### config.mk
export PLATFORM = sky130hd
export DESIGN_NAME = button_multi_click_classifier_flat
export DESIGN_NICKNAME = d
export VERILOG_FILES = /design/src/hdl/bmcc_pkg.sv /design/src/hdl/bmcc_if.sv /design/src/hdl/button_multi_click_classifier.sv /design/src/hdl/bmcc_core.sv /design/src/flat_wrapper.sv
export SDC_FILE = /design/constraint.sdc
export NUM_CORES = 1
export LEC_CHECK = 0
export ABC_AREA = 1
export BUFFER_PORTS_ARGS = -buffer_cell sky130_fd_sc_hd__buf_2
export CORE_MARGIN = 2
export CORE_UTILIZATION = 55
export CTS_CLUSTER_DIAMETER = 80
export DETAILED_ROUTE_END_ITERATION = 16
export PLACE_DENSITY = 0.71
export SLEW_MARGIN = 5
export SYNTH_ARGS = -nofsm -noshare
export SYNTH_HDL_FRONTEND = slang
export SYNTH_SLANG_ARGS = --single-unit
### constraint.sdc
create_clock -name i_clk -period 8.7 [get_ports i_clk]
set_input_delay 0.435 -clock i_clk [delete_from_list [all_inputs] [get_ports i_clk]]
set_output_delay 0.435 -clock i_clk [all_outputs]
set_load 0.02 [all_outputs]
### src/hdl/bmcc_pkg.sv
// bmcc_pkg: shared types and constants for the button multi-click classifier.
// Used by the channel interfaces, bmcc_core and the top level.
// No dependencies.
package bmcc_pkg;

    // counter, tally, event code and config index widths
    localparam int unsigned CNT_W   = 16;
    localparam int unsigned TALLY_W = 4;
    localparam int unsigned EVT_W   = 3;
    localparam int unsigned CFG_IDX_W = 2;

    localparam logic [CNT_W-1:0]   CNT_MAX   = {CNT_W{1'b1}};
    localparam logic [TALLY_W-1:0] TALLY_MAX = {TALLY_W{1'b1}};

    // configuration register indexes
    localparam logic [CFG_IDX_W-1:0] CFG_PRESS_DB   = 2'd0;
    localparam logic [CFG_IDX_W-1:0] CFG_REPRESS_DB = 2'd1;
    localparam logic [CFG_IDX_W-1:0] CFG_LONG_PRESS = 2'd2;
    localparam logic [CFG_IDX_W-1:0] CFG_CLICK_WIN  = 2'd3;

    // configuration reset values
    localparam logic [CNT_W-1:0] RST_PRESS_DB   = 16'd20;
    localparam logic [CNT_W-1:0] RST_REPRESS_DB = 16'd2;
    localparam logic [CNT_W-1:0] RST_LONG_PRESS = 16'd1500;
    localparam logic [CNT_W-1:0] RST_CLICK_WIN  = 16'd500;

    // event codes
    localparam logic [EVT_W-1:0] EV_NONE   = 3'd0;
    localparam logic [EVT_W-1:0] EV_SINGLE = 3'd1;
    localparam logic [EVT_W-1:0] EV_DOUBLE = 3'd2;
    localparam logic [EVT_W-1:0] EV_LONG   = 3'd3;
    localparam logic [EVT_W-1:0] EV_TRIPLE = 3'd4;

    // tally values that map to a click event
    localparam logic [TALLY_W-1:0] TALLY_ONE   = 4'd1;
    localparam logic [TALLY_W-1:0] TALLY_TWO   = 4'd2;
    localparam logic [TALLY_W-1:0] TALLY_THREE = 4'd3;

    // classifier phases
    typedef enum logic [2:0] {
        PH_IDLE   = 3'd0,
        PH_HELD   = 3'd1,
        PH_GAP    = 3'd2,
        PH_LONG   = 3'd3,
        PH_REPORT = 3'd4
    } t_phase;

    // configuration bundle handed to the core
    typedef struct packed {
        logic [CNT_W-1:0] press_db;
        logic [CNT_W-1:0] repress_db;
        logic [CNT_W-1:0] long_press;
        logic [CNT_W-1:0] click_win;
    } t_cfg;

    // saturating increment of a counter
    function automatic logic [CNT_W-1:0] sat_inc(input logic [CNT_W-1:0] v);
        sat_inc = (v == CNT_MAX) ? CNT_MAX : v + 1'b1;
    endfunction

endpackage

### src/hdl/bmcc_if.sv
// bmcc_key_if / bmcc_evt_if: valid/ready channels for key samples and events.
// Depends on bmcc_pkg for the event width.
interface bmcc_key_if;
    logic valid;
    logic ready;
    logic key_level;

    modport source (output valid, output key_level, input ready);
    modport sink   (input valid, input key_level, output ready);
endinterface

interface bmcc_evt_if;
    logic                      valid;
    logic                      ready;
    logic [bmcc_pkg::EVT_W-1:0] event_res;

    modport source (output valid, output event_res, input ready);
    modport sink   (input valid, input event_res, output ready);
endinterface

### src/hdl/button_multi_click_classifier.sv
// button_multi_click_classifier: top level; config registers, core, event register.
// Depends on bmcc_pkg, bmcc_if.sv and bmcc_core.
//
//  channel   dir  signals                          beat
//  i_key     in   valid, ready, key_level          one sampled pin level
//  o_evt     out  valid, ready, event_res          one event code per key beat
//  i_cfg_*   in   i_cfg_we, i_cfg_idx, i_cfg_data  one register write
//
// Each key beat updates the state in the cycle it is accepted, and its event
// code is written to the output register in that same cycle: one beat per cycle.
// The single output register sets the rate; a new beat is taken whenever
// that register is empty or being drained in the same cycle.
// Synchronous active-low reset clears state, event valid flag and config to defaults.
module button_multi_click_classifier (
    input  logic                              i_clk,
    input  logic                              i_rst_n,
    bmcc_key_if.sink                          i_key,
    bmcc_evt_if.source                        o_evt,
    input  logic                              i_cfg_we,
    input  logic [bmcc_pkg::CFG_IDX_W-1:0]    i_cfg_idx,
    input  logic [bmcc_pkg::CNT_W-1:0]        i_cfg_data
);

    bmcc_pkg::t_cfg                 r_cfg;
    logic                           r_evt_valid;
    logic [bmcc_pkg::EVT_W-1:0]     r_evt;
    logic [bmcc_pkg::EVT_W-1:0]     core_event;
    logic                           in_ready;
    logic                           step;

    // handshake
    assign in_ready    = ~r_evt_valid | o_evt.ready;
    assign step        = i_key.valid & in_ready;
    assign i_key.ready = in_ready;
    assign o_evt.valid = r_evt_valid;
    assign o_evt.event_res = r_evt;

    // configuration registers
    always_ff @(posedge i_clk) begin
        if (!i_rst_n) begin
            r_cfg.press_db   <= bmcc_pkg::RST_PRESS_DB;
            r_cfg.repress_db <= bmcc_pkg::RST_REPRESS_DB;
            r_cfg.long_press <= bmcc_pkg::RST_LONG_PRESS;
            r_cfg.click_win  <= bmcc_pkg::RST_CLICK_WIN;
        end else if (i_cfg_we) begin
            unique case (i_cfg_idx)
                bmcc_pkg::CFG_PRESS_DB:   r_cfg.press_db   <= i_cfg_data;
                bmcc_pkg::CFG_REPRESS_DB: r_cfg.repress_db <= i_cfg_data;
                bmcc_pkg::CFG_LONG_PRESS: r_cfg.long_press <= i_cfg_data;
                bmcc_pkg::CFG_CLICK_WIN:  r_cfg.click_win  <= i_cfg_data;
                default: ;
            endcase
        end
    end

    bmcc_core u_core (
        .i_clk       (i_clk),
        .i_rst_n     (i_rst_n),
        .i_step      (step),
        .i_key_level (i_key.key_level),
        .i_cfg       (r_cfg),
        .o_event     (core_event)
    );

    // event output register
    always_ff @(posedge i_clk) begin
        if (!i_rst_n) begin
            r_evt_valid <= 1'b0;
        end else if (step) begin
            r_evt_valid <= 1'b1;
        end else if (o_evt.ready) begin
            r_evt_valid <= 1'b0;
        end
    end

    always_ff @(posedge i_clk) begin
        if (step) begin
            r_evt <= core_event;
        end
    end

endmodule

### src/hdl/bmcc_core.sv
// bmcc_core: phase machine, debounce/hold and window counters, click tally.
// Advances one tick per i_step; depends on bmcc_pkg.
module bmcc_core (
    input  logic                         i_clk,
    input  logic                         i_rst_n,
    input  logic                         i_step,
    input  logic                         i_key_level,
    input  bmcc_pkg::t_cfg               i_cfg,
    output logic [bmcc_pkg::EVT_W-1:0]   o_event
);

    bmcc_pkg::t_phase                  r_phase, n_phase;
    logic [bmcc_pkg::CNT_W-1:0]        r_hold, n_hold;
    logic [bmcc_pkg::CNT_W-1:0]        r_win, n_win;
    logic [bmcc_pkg::TALLY_W-1:0]      r_tally, n_tally;

    logic                              pressed;
    logic [bmcc_pkg::CNT_W-1:0]        hold_inc;
    logic [bmcc_pkg::CNT_W-1:0]        win_inc;

    assign pressed  = ~i_key_level;
    assign hold_inc = bmcc_pkg::sat_inc(r_hold);
    assign win_inc  = bmcc_pkg::sat_inc(r_win);

    // next phase
    always_comb begin
        n_phase = r_phase;
        unique case (r_phase)
            bmcc_pkg::PH_IDLE: begin
                if (pressed && hold_inc >= i_cfg.press_db) n_phase = bmcc_pkg::PH_HELD;
            end
            bmcc_pkg::PH_HELD: begin
                if (!pressed)                         n_phase = bmcc_pkg::PH_GAP;
                else if (hold_inc > i_cfg.long_press) n_phase = bmcc_pkg::PH_LONG;
            end
            bmcc_pkg::PH_GAP: begin
                if (win_inc >= i_cfg.click_win)       n_phase = bmcc_pkg::PH_REPORT;
                else if (pressed && hold_inc >= i_cfg.repress_db)
                                                      n_phase = bmcc_pkg::PH_HELD;
            end
            bmcc_pkg::PH_LONG: begin
                if (!pressed) n_phase = bmcc_pkg::PH_IDLE;
            end
            bmcc_pkg::PH_REPORT: n_phase = bmcc_pkg::PH_IDLE;
            default:             n_phase = bmcc_pkg::PH_IDLE;
        endcase
    end

    // counters, tally and event code
    always_comb begin
        n_hold  = r_hold;
        n_win   = r_win;
        n_tally = r_tally;
        o_event = bmcc_pkg::EV_NONE;
        unique case (r_phase)
            bmcc_pkg::PH_IDLE: begin
                if (pressed) begin
                    n_hold = (hold_inc >= i_cfg.press_db) ? '0 : hold_inc;
                end else begin
                    n_hold = '0;
                    n_win  = '0;
                end
            end
            bmcc_pkg::PH_HELD: begin
                n_win = win_inc;
                if (!pressed) begin
                    n_hold = '0;
                    if (r_tally != bmcc_pkg::TALLY_MAX) n_tally = r_tally + 1'b1;
                end else if (hold_inc > i_cfg.long_press) begin
                    n_hold  = '0;
                    o_event = bmcc_pkg::EV_LONG;
                end else begin
                    n_hold = hold_inc;
                end
            end
            bmcc_pkg::PH_GAP: begin
                if (win_inc >= i_cfg.click_win) begin
                    n_win = '0;
                end else begin
                    n_win = win_inc;
                    if (pressed)
                        n_hold = (hold_inc >= i_cfg.repress_db) ? '0 : hold_inc;
                    else
                        n_hold = '0;
                end
            end
            bmcc_pkg::PH_LONG: ;
            bmcc_pkg::PH_REPORT: begin
                n_tally = '0;
                case (r_tally)
                    bmcc_pkg::TALLY_ONE:   o_event = bmcc_pkg::EV_SINGLE;
                    bmcc_pkg::TALLY_TWO:   o_event = bmcc_pkg::EV_DOUBLE;
                    bmcc_pkg::TALLY_THREE: o_event = bmcc_pkg::EV_TRIPLE;
                    default:               o_event = bmcc_pkg::EV_NONE;
                endcase
            end
            default: ;
        endcase
    end

    // state registers, advanced once per accepted beat
    always_ff @(posedge i_clk) begin
        if (!i_rst_n) begin
            r_phase <= bmcc_pkg::PH_IDLE;
            r_hold  <= '0;
            r_win   <= '0;
            r_tally <= '0;
        end else if (i_step) begin
            r_phase <= n_phase;
            r_hold  <= n_hold;
            r_win   <= n_win;
            r_tally <= n_tally;
        end
    end

endmodule
### src/flat_wrapper.sv
// flat-port wrapper written by rule: the top's interface ports become plain ports
module button_multi_click_classifier_flat 
  (i_clk, i_rst_n, i_cfg_we, i_cfg_idx, i_cfg_data, i_key_valid, i_key_key_level, i_key_ready, o_evt_valid, o_evt_event_res, o_evt_ready);
  bmcc_key_if i_key_i ();
  bmcc_evt_if o_evt_i ();
  input  logic i_clk;
  input  logic i_rst_n;
  input  logic i_cfg_we;
  input  logic [bmcc_pkg::CFG_IDX_W-1:0] i_cfg_idx;
  input  logic [bmcc_pkg::CNT_W-1:0] i_cfg_data;
  input wire logic [$bits(i_key_i.valid)-1:0] i_key_valid;
  input wire logic [$bits(i_key_i.key_level)-1:0] i_key_key_level;
  output wire logic [$bits(i_key_i.ready)-1:0] i_key_ready;
  output wire logic [$bits(o_evt_i.valid)-1:0] o_evt_valid;
  output wire logic [$bits(o_evt_i.event_res)-1:0] o_evt_event_res;
  input wire logic [$bits(o_evt_i.ready)-1:0] o_evt_ready;
  assign i_key_i.valid = i_key_valid;
  assign i_key_i.key_level = i_key_key_level;
  assign i_key_ready = i_key_i.ready;
  assign o_evt_valid = o_evt_i.valid;
  assign o_evt_event_res = o_evt_i.event_res;
  assign o_evt_i.ready = o_evt_ready;
  button_multi_click_classifier u_core (.i_clk(i_clk), .i_rst_n(i_rst_n), .i_key(i_key_i), .o_evt(o_evt_i), .i_cfg_we(i_cfg_we), .i_cfg_idx(i_cfg_idx), .i_cfg_data(i_cfg_data));
endmodule
# ---- Yosys cells after proc, flatten, opt, wreduce, memory -nomap -nowiden
# Index checks and enable logic that the tools add are counted.
# Widths: inputs -> output; s select.
dict set report totals {
  regBits 107
  input_bits 24
  out_inout_bits 5
  wordCells 86
}
dict set report op_classes {
  n_addsub 3
  order_cmp 4
  n_eq_ne 21
  mux 29
  bitwise_logic 4
  n_reduce_logical 15
}
# operator n
set ops {}
lappend ops {{$mux 16} 11}
lappend ops {{$pmux 16 s3} 2}
lappend ops {{$ge 16x16->1} 3}
lappend ops {{$add 16x1->16 const B} 2}
lappend ops {{$eq 16x16->1 const B} 2}
lappend ops {{$mux 3} 6}
lappend ops {{$gt 16x16->1} 1}
lappend ops {{$ne 2x2->1 const B} 6}
lappend ops {{$pmux 3 s4} 1}
lappend ops {{$pmux 3 s3} 1}
lappend ops {{$eq 4x2->1 const B} 2}
lappend ops {{$mux 4} 2}
lappend ops {{$pmux 4 s2} 1}
lappend ops {{$reduce_and 2->1} 4}
lappend ops {{$eq 3x2->1 const B} 2}
lappend ops {{$ne 3x3->1 const B} 2}
lappend ops {{$pmux 3 s2} 1}
lappend ops {{$reduce_and 3->1} 2}
lappend ops {{$reduce_and 5->1} 1}
lappend ops {{$add 4x1->4 const B} 1}
lappend ops {{$eq 2x2->1 const B} 2}
lappend ops {{$eq 4x1->1 const B} 1}
lappend ops {{$mux 2} 2}
lappend ops {{$ne 4x4->1 const B} 1}
lappend ops {{13 further kinds} 17}

# ---- Depth between registers and ports, before layout
# Gate-level depths: netlist of run 1.
dict set report logic_depth {
  word_depth 7
  ltp_mapped 24
  mapped_depth_nobuf 24
}

# ---- Cells and area by module
# From an unflattened synthesis of run 1, not the netlist that was laid out.
dict set report hier_totals {
  hier_cells 1046
  hier_area_um2 7020.5
}
# mod instances cells_each area_each_um2 seq_area_each_um2
set modules_own_cells {}
lappend modules_own_cells {bmcc_core 1 654 4299.1 780.7}
lappend modules_own_cells {button_multi_click_classifier 1 392 2721.4 1391.3}

# ---- Worst setup path before layout of run 1
# No wires, ideal clock.
dict set report synth_path {
  path_kind {reg2reg}
  start {reg u_core.u_core.r_hold[0] in the netlist's numbering}
  end {reg u_core.u_core.r_hold[12] in the netlist's numbering}
  setup_ns 0.070
  arrival_ns 2.768
  slack_ns 5.863
  stages_incl_launch_ff 21
  period_less_slack_ns 2.837
  cell_sequence {dfxtp_1 -> ha_1 -> nand3_1 -> nor4_4 -> nand3_2 -> inv_2 -> nand2_4 -> clkinv_2 -> nor2_1 -> nand2_1 -> ha_1 -> nand2_1 -> inv_1 -> o21bai_1 -> nand2_1 -> a21oi_1 -> nand3_1 -> o21ai_2 -> buf_2 -> nand3_1 -> a21oi_1}
}
dict set report synth_between {
  elab_chain_len 7
}
# item line_no
set synth_rtl {}
lappend synth_rtl {{start, declared} bmcc_core.sv:13} ;# logic [bmcc_pkg::CNT_W-1:0] r_hold, n_hold;
lappend synth_rtl {{start signal, assigned} bmcc_core.sv:110} ;# r_hold <= n_hold;
lappend synth_rtl {{$add 16x1->16 / $eq 16x16->1 (equally long branches)} bmcc_pkg.sv:58} ;# sat_inc = (v == CNT_MAX) ? CNT_MAX : v + 1'b1;
lappend synth_rtl {{$mux 16 (*)} bmcc_pkg.sv:58}
lappend synth_rtl {{$ge 16x16->1} bmcc_core.sv:82} ;# n_hold = (hold_inc >= i_cfg.repress_db) ? '0 : hold_inc;
lappend synth_rtl {{$mux 16} bmcc_core.sv:82}
lappend synth_rtl {{$mux 16} bmcc_core.sv:81} ;# if (pressed)
lappend synth_rtl {{$mux 16} bmcc_core.sv:77} ;# if (win_inc >= i_cfg.click_win) begin
lappend synth_rtl {{$pmux 16 s3 (*)} bmcc_core.sv:55} ;# unique case (r_phase)
# Mark *: on every way between the ends. The rest lies on a longest branch, timed or not. The select of a mux whose other input is x is not followed.
# A chain may end at the register's enable or synchronous reset.

# ---- Final worst setup path of run 1
dict set report layout_path {
  start {reg u_core.u_core.r_hold[0] in the netlist's numbering}
  end {reg u_core.u_core.r_hold[9] in the netlist's numbering}
}
# The elaborated chain is that of the path after synthesis.

==> flow_metrics.tcl, run 1 <==
set metrics [dict create \
    status "complete, no violations" \
    io_pins 29 \
    yosysSeqAreaShare_pct 33.8 \
    crit_start "u_core.u_core.r_hold[0]$_SDFFE_PN0P_" \
    ir_drop_mv 0.228 \
    routed-via-count 5879 \
    nFillCells 1091 \
    syn_area_sq_um 6430 \
    p_leak_nw 3.22 \
    synthCells 895 \
    synth_edf_count 3 \
    multi_input_area_sq_um 3630 \
    cts-buffers-inserted 9 \
    drt_iter0_markers 442 \
    grt_start_max_net_pins 94 \
    hold_violations 0 \
    worst_slew_pin_slew_ns 1.08 \
    post-route-period-util_pct 42.6 \
    dieArea_sq_um 12600 \
    viasPerCell 5.56 \
    post_cts_resized 0 \
    hold_buffers 0 \
    dpl.cell_count 1042 \
    worstReg2RegStart "u_core.u_core.r_hold[0]$_SDFFE_PN0P_" \
    clockBufferDepth 2 \
    ff_latch_area_sq_um 2170 \
    synth.top_cell.area_share_pct 32.4 \
    drv_slew 0 \
    final.setup_skew_ns 0.00700 \
    grt_pass1_vias 5825 \
    fin_crit_ns 3.70 \
    area_growth_pct 8.60 \
    ys_seq_elements 107 \
    grt_usage_pct 25.9 \
    slew_headroom_pct 28.0 \
    synthSimpleGateAreaFrac_pct 21.6 \
    async_flop_share_pct 0 \
    synth_xor_area_share_pct 0.953 \
    worstPathMaxFanout 16 \
    syn_nets 988 \
    firstDrtPassIters 5 \
    crit_path_end_kind "register" \
    synth_mux_area_share_pct 0 \
    nets 1003 \
    wl_microns 15500 \
    crit_path_start_kind "register" \
    syn_area_per_cell_sq_um 7.18 \
    die_y_microns 112 \
    wl_per_cell_microns 14.7 \
    die_x_microns 112 \
    ant_nets 0 \
    drcViolationCount 0 \
    grt_pass1_wl_microns 26600 \
    yosys_warnings 0 \
    dpl.hpwl_microns 11600 \
    grt_antenna_before_repair 0 \
    powerDensity_nw_per_um2 287 \
    synth_top_family_by_area "simple AND/OR/NAND/NOR gates" \
    fin_setup_tns_ns 0 \
    h-tree-depth 3 \
    ys_types 41 \
    cts-root-buf "clkbuf_16" \
    drive_gt1_share_pct 9.51 \
    setup_viol 0 \
    hold_start "i_cfg_data[1]" \
    final_cell_mix "152 x nand2_1, 119 x inv_1, 115 x a21oi_1" \
    clkTransAtPathRegs_ns 0.07 \
    hold_class "input pin to register" \
    yosys-top-cells-area "dfxtp_1 32%, ha_1 13%, a21oi_1 9.0%, nand2_1 8.9%, inv_1 6.9%" \
    rsz0062_at_grt "false" \
    num_rows 39 \
    diodes 0 \
    final_cells 1058 \
    synth_compound_area_share_pct 20.4 \
    synth_top_area_cell "dfxtp_1" \
    portBuffers 28 \
    worstPathRequired_ns 9.00 \
    synth_flop_cell "dfxtp_1" \
    gp_congestion 0.898 \
    initial_core_util_pct 56.3 \
    cts_tree "built" \
    timing.max_cap.violations 0 \
    postCtsSetupRepairBufs 0 \
    final_common_cell "nand2_1" \
    clk-insertion-delay-late_ns 0.36 \
    fmax_ghz 0.270 \
    numClockSinks 107 \
    core_sq_um 11400 \
    crit_arrival_ns 4.00 \
    worstSetupPathType "register to register" \
    synthAdderAreaFrac_pct 13.4 \
    overflow 0 \
]
through the flow:
| stage | utilization, % | worst slack (ns) | hold WS, ns | cell area, sq um | power [W] |
|---|---|---|---|---|---|
| floorplan | - | 5.86 | 0.435 | 6430 | 0.00133 |
| global placement | 58.2 | 5.21 | 0.446 | 6640 | 0.00148 |
| detailed placement | 58.2 | 5.07 | 0.455 | 6640 | 0.00153 |
| CTS | 61.2 | 5.06 | 0.347 | 6980 | 0.00201 |
| global route | 61.2 | 4.76 | 0.366 | 6980 | 0.00217 |
| finish | 61.2 | 5.00 | 0.356 | 6980 | 0.00200 |
cell usage after synthesis (2+ instances only):
cell type,instances
o21ai_0,82
xor2_1,3
buf_2,5
nand4_1,11
nand3_2,4
o21a_1,4
o21bai_1,3
inv_1,119
nor2_2,2
o211ai_1,10
or2_2,4
o21ai_1,24
nor3_2,5
edfxtp_1,3
nor3_1,8
nand3_1,53
a21oi_2,2
inv_2,11
dfxtp_1,104
nand3b_1,2
nand2_2,2
xnor2_1,4
a21oi_1,115
nand2_1,152
nor2_1,54
or2_0,2
buf_6,3
nor4_1,2
ha_1,69
o21ai_2,3
clkbuf_1,19
clkinv_2,2
cells by family after synthesis:
kind of cell | after synthesis
AOI/OAI and AO/OA | 246
buffers and inverters | 160
and+or+nand+nor | 306
DFF | 107
adders and majority gates | 69
xor gates and xnor gates | 7
path summary, 6_finish.rpt:
path                            slack [ns]                                    to  depth (start not counted)
worst max-delay path                  5.00  u_core.u_core.r_hold[9]$_SDFFE_PN0P_                         19
worst min-delay path                  0.36         u_core.r_cfg[33]$_SDFFE_PN1P_                          3
worst min register to register        0.46         u_core.r_cfg[41]$_SDFFE_PN0P_                          2
worst max register to register        5.00  u_core.u_core.r_hold[9]$_SDFFE_PN0P_                         19
per-layer routing:
layer | wire length (microns) | vias up | global-route usage [%] | share of wire (%)
li1 | - | 3016 | - | -
met1 | 6950 | 2710 | 31.8 | 45
met2 | 7490 | 121 | 44.5 | 48
met3 | 625 | 32 | 5.51 | 4.0
met4 | 460 | 0 | 10.5 | 3.0
met5 | 0 | - | 0 | 0
report_power, final:
group          internal [W]  leakage [nW]  switching [W]
clock              0.000281         0.165       0.000191
combinational      0.000297          2.18       0.000584
sequential         0.000572         0.883      0.0000811
final cells by class:
type | count | share of cell area [%]
sequential | 107 | 31.1
inverter | 133 | 7.19
clock inverter | 7 | 1.67
clock buffer | 9 | 3.23
tap | 143 | 2.56
multi-input combinational | 628 | 51.9
timing repair buffer | 31 | 2.33
state kept, by name (all words and copies together), names as in the netlist:
name	flops
u_core.o_evt.event_res	3
u_core.o_evt.valid	1
u_core.r_cfg	64
u_core.u_core.r_hold	16
u_core.u_core.r_phase	3
u_core.u_core.r_tally	4
u_core.u_core.r_win	16
worst max-delay path, cell delays in order, from the launching register on:
cell and delay, ns:
dfxtp_1 0.40, ha_1 0.21, nand3_1 0.18, nor4_4 0.33, nand3_2 0.16, inv_2 0.10, nand2_4 0.07, clkinv_2 0.09
nor2_1 0.04, nand2_1 0.16, ha_1 0.29, nand2_1 0.07, inv_1 0.04, o21bai_1 0.14, nand2_1 0.08, a21oi_1 0.12
nand3_1 0.14, o21ai_2 0.67, nand3_1 0.21, a21oi_2 0.14
(Power assumes the default switching activity.)
==> run 2, diff against run 1 <==
--- a/config.mk
+++ b/config.mk
@@ -11,7 +11,7 @@
 export CORE_UTILIZATION = 55
 export CTS_CLUSTER_DIAMETER = 80
 export DETAILED_ROUTE_END_ITERATION = 16
-export PLACE_DENSITY = 0.71
+export PLACE_DENSITY = 0.74
 export SLEW_MARGIN = 5
 export SYNTH_ARGS = -nofsm -noshare
 export SYNTH_HDL_FRONTEND = slang
==> constraint.sdc (replaced) <==
create_clock -name i_clk -period 3.2 [get_ports i_clk]
set_input_delay 0.16 -clock i_clk [delete_from_list [all_inputs] [get_ports i_clk]]
set_output_delay 0.16 -clock i_clk [all_outputs]
set_load 0.02 [all_outputs]
==> run 2 against run 1 <==
Against the previous run:
- power increased to 3.0 times the previous value
- wire length increased by 4.2%
- critical endpoint is now u_core.u_core.r_hold[13]$_SDFFE_PN0P_
- worst hold slack got worse by 0.27 ns
- critical path type unchanged
==> flow_metrics.tcl, run 2 (synthesis results as in run 1) <==
set metrics [dict create \
    drt_iter0_markers 288 \
    gp_congestion 0.858 \
    comb_power_share_pct 51.8 \
    firstDrtPassIters 5 \
    overflow 0 \
    die_y_microns 112 \
    status "complete, no violations" \
    worstSetupPathType "register to register" \
    area_growth_pct 18.5 \
    grt_antenna_before_repair 0 \
    crit_path_end_kind "register" \
    cts-buffers-inserted 9 \
    final_common_cell "nand2_1" \
    holdPathStages 3 \
    ff2ff_setup_slack_ns 0.10 \
    powerDensity_nw_per_um2 786 \
    cpPeakStageDelay_ns 0.38 \
    fin_crit_ns 3.10 \
    wl_microns 16200 \
    clockBufferDepth 2 \
    clkTransAtPathRegs_ns 0.07 \
    worstPathRequired_ns 3.48 \
    r2r-end "u_core.u_core.r_hold[13]$_SDFFE_PN0P_" \
    grt_start_max_net_pins 37 \
    dieArea_sq_um 12600 \
    clk-insertion-delay-late_ns 0.35 \
    hold_violations 0 \
    io_pins 29 \
    cts_tree "built" \
    largest_reg_flops 64 \
    ir_drop_mv 0.460 \
    fmax_ghz 0.323 \
    worstReg2RegStart "u_core.u_core.r_hold[0]$_SDFFE_PN0P_" \
    drive_gt1_share_pct 18.3 \
    crit_path_start_kind "register" \
    power.internal_w 0.00343 \
    worstPathMaxFanout 16 \
    worst_r2r_path_depth 19 \
    cts-root-buf "clkbuf_16" \
    final_cell_mix "140 x nand2_1, 116 x inv_1, 107 x a21oi_1" \
    viasPerCell 5.46 \
    ant_nets 0 \
    p_sw_share_pct 42.8 \
    timing.max_cap.violations 0 \
    drcViolationCount 0 \
    wl_per_cell_microns 14.7 \
    worstHoldEndpoint "u_core.r_cfg[33]$_SDFFE_PN1P_" \
    cp_cell_sequence "ha_4, nand3_4, nor4_4, buf_4, nand3_4, inv_2, nand2_4, nand3_1, ha_1, nand2_1, inv_1, nor2_1, o21ai_0, a21oi_2, nand3_2, o21ai_2, buf_12, nand3_1, a21oi_1" \
    routed-via-count 5999 \
    drv_slew 0 \
    final.setup_skew_ns 0.00532 \
    setup_ws_ns 0.100 \
    largest-register "u_core.r_cfg" \
    crit_arrival_ns 3.38 \
    total_power_w 0.00599 \
    numClockSinks 107 \
    switchingPower_w 0.00256 \
    setup_viol 0 \
    reg_top3 "u_core.r_cfg x64, u_core.u_core.r_hold x16, u_core.u_core.r_win x16" \
    portBuffers 28 \
    power_frac_seq_pct 30.0 \
    slew_headroom_pct 50.0 \
    worst_slew_pin_slew_ns 0.747 \
    pwr-share-clk_pct 18.2 \
    hold_class "input pin to register" \
    p_leak_nw 3.47 \
    num_rows 39 \
    post-route-period-util_pct 96.9 \
    dp_slack_ns -0.171 \
    dpl.hpwl_microns 11200 \
    core_sq_um 11400 \
    critPathSlowestCell "dfxtp_4" \
    initial_core_util_pct 56.3 \
    h-tree-depth 3 \
    die_x_microns 112 \
    hold_start "i_cfg_data[1]" \
    grt_usage_pct 25.6 \
    grt_pass1_wl_microns 26200 \
    nets 1044 \
    diodes 0 \
    grt_pass1_vias 5616 \
]
[run 2: cell types whose count changed in the layout (fill, tap and decap cells not counted), sizes merged]
| cell | delta |
|---|---|
| buf | +38 |
| bufinv | -2 |
| clkbuf | +6 |
| clkinv | -4 |
| inv | +1 |
| nor2 | +1 |
[run 2: per-stage QoR]
stage	std cells	setup TNS, ns	area (sq um)	hold WS (ns)	util (%)
final	1098	0	7620	0.0846	66.7
after global routing	1098	-1.17	7620	0.0968	66.7
after CTS	1083	0	7190	0.0760	63.0
after detailed placement	1066	-1.86	6850	0.443	60.0
after global placement	1066	-0.0414	6850	0.436	60.0
after floorplan	895	0	6430	0.286	-
[run 2: area by class of cell]
type | count | area, sq um
Sequential cell | 107 | 2190
Inverter | 133 | 505
Clock inverter | 2 | 37.5
Fill cell | 1008 | 3800
Tap cell | 143 | 179
Timing Repair Buffer | 71 | 552
Multi-Input combinational cell | 629 | 3920
Clock buffer | 13 | 240
[run 2: per-layer routing]
| layer | GRT usage [%] | vias up | share of wire, % | wire length, microns |
|---|---|---|---|---|
| met2 | 43.5 | 131 | 47 | 7680 |
| met4 | 8.94 | 0 | 2.4 | 387 |
| met5 | 0 | - | 0 | 0 |
| met3 | 6.37 | 30 | 5.3 | 855 |
| li1 | - | 3110 | - | - |
| met1 | 31.8 | 2728 | 45 | 7260 |
[run 2: repair_timing]
action	in CTS	in global routing
cloned	1	2
endpoints found under the setup margin	16	35
hold buffers	0	0
buffers inserted	1	13
resized for setup	9	69
pin swaps	1	25
[run 2: worst max path at each step]
stage | start | endpoint | slack (ns) | depth (start not counted)
global placement | u_core.u_core.r_win[1]$_SDFFE_PN0P_ | u_core.u_core.r_hold[5]$_SDFFE_PN0P_ | -0.02 | 18
detailed placement | u_core.u_core.r_win[0]$_SDFFE_PN0P_ | u_core.u_core.r_hold[5]$_SDFFE_PN0P_ | -0.17 | 18
global route | u_core.u_core.r_win[0]$_SDFFE_PN0P_ | u_core.u_core.r_hold[8]$_SDFFE_PN0P_ | -0.07 | 20
floorplan | u_core.u_core.r_hold[0]$_SDFFE_PN0P_ | u_core.u_core.r_hold[12]$_SDFFE_PN0P_ | 0.36 | 20
finish | u_core.u_core.r_hold[0]$_SDFFE_PN0P_ | u_core.u_core.r_hold[13]$_SDFFE_PN0P_ | 0.10 | 19
CTS | u_core.u_core.r_win[0]$_SDFFE_PN0P_ | u_core.u_core.r_hold[13]$_SDFFE_PN0P_ | 0.01 | 17
[run 2: power by group through the flow]
stage          logic [W]  clock network [W]  registers (W)
2_1_floorplan    0.00186                  0        0.00175
3_3_place_gp     0.00255                  0        0.00178
3_5_place_dp     0.00260                  0        0.00178
4_1_cts          0.00270            0.00111        0.00176
5_1_grt          0.00348            0.00115        0.00183
6_report         0.00310            0.00109        0.00180
[run 2: worst max-delay path, delay by kind of cell (launching register included)]
kind | cells | cell delay [ns]
compound gates | 4 | 0.63
buf+inv | 4 | 0.47
flops | 1 | 0.38
simple gates | 9 | 1.09
fa+ha+maj | 2 | 0.44
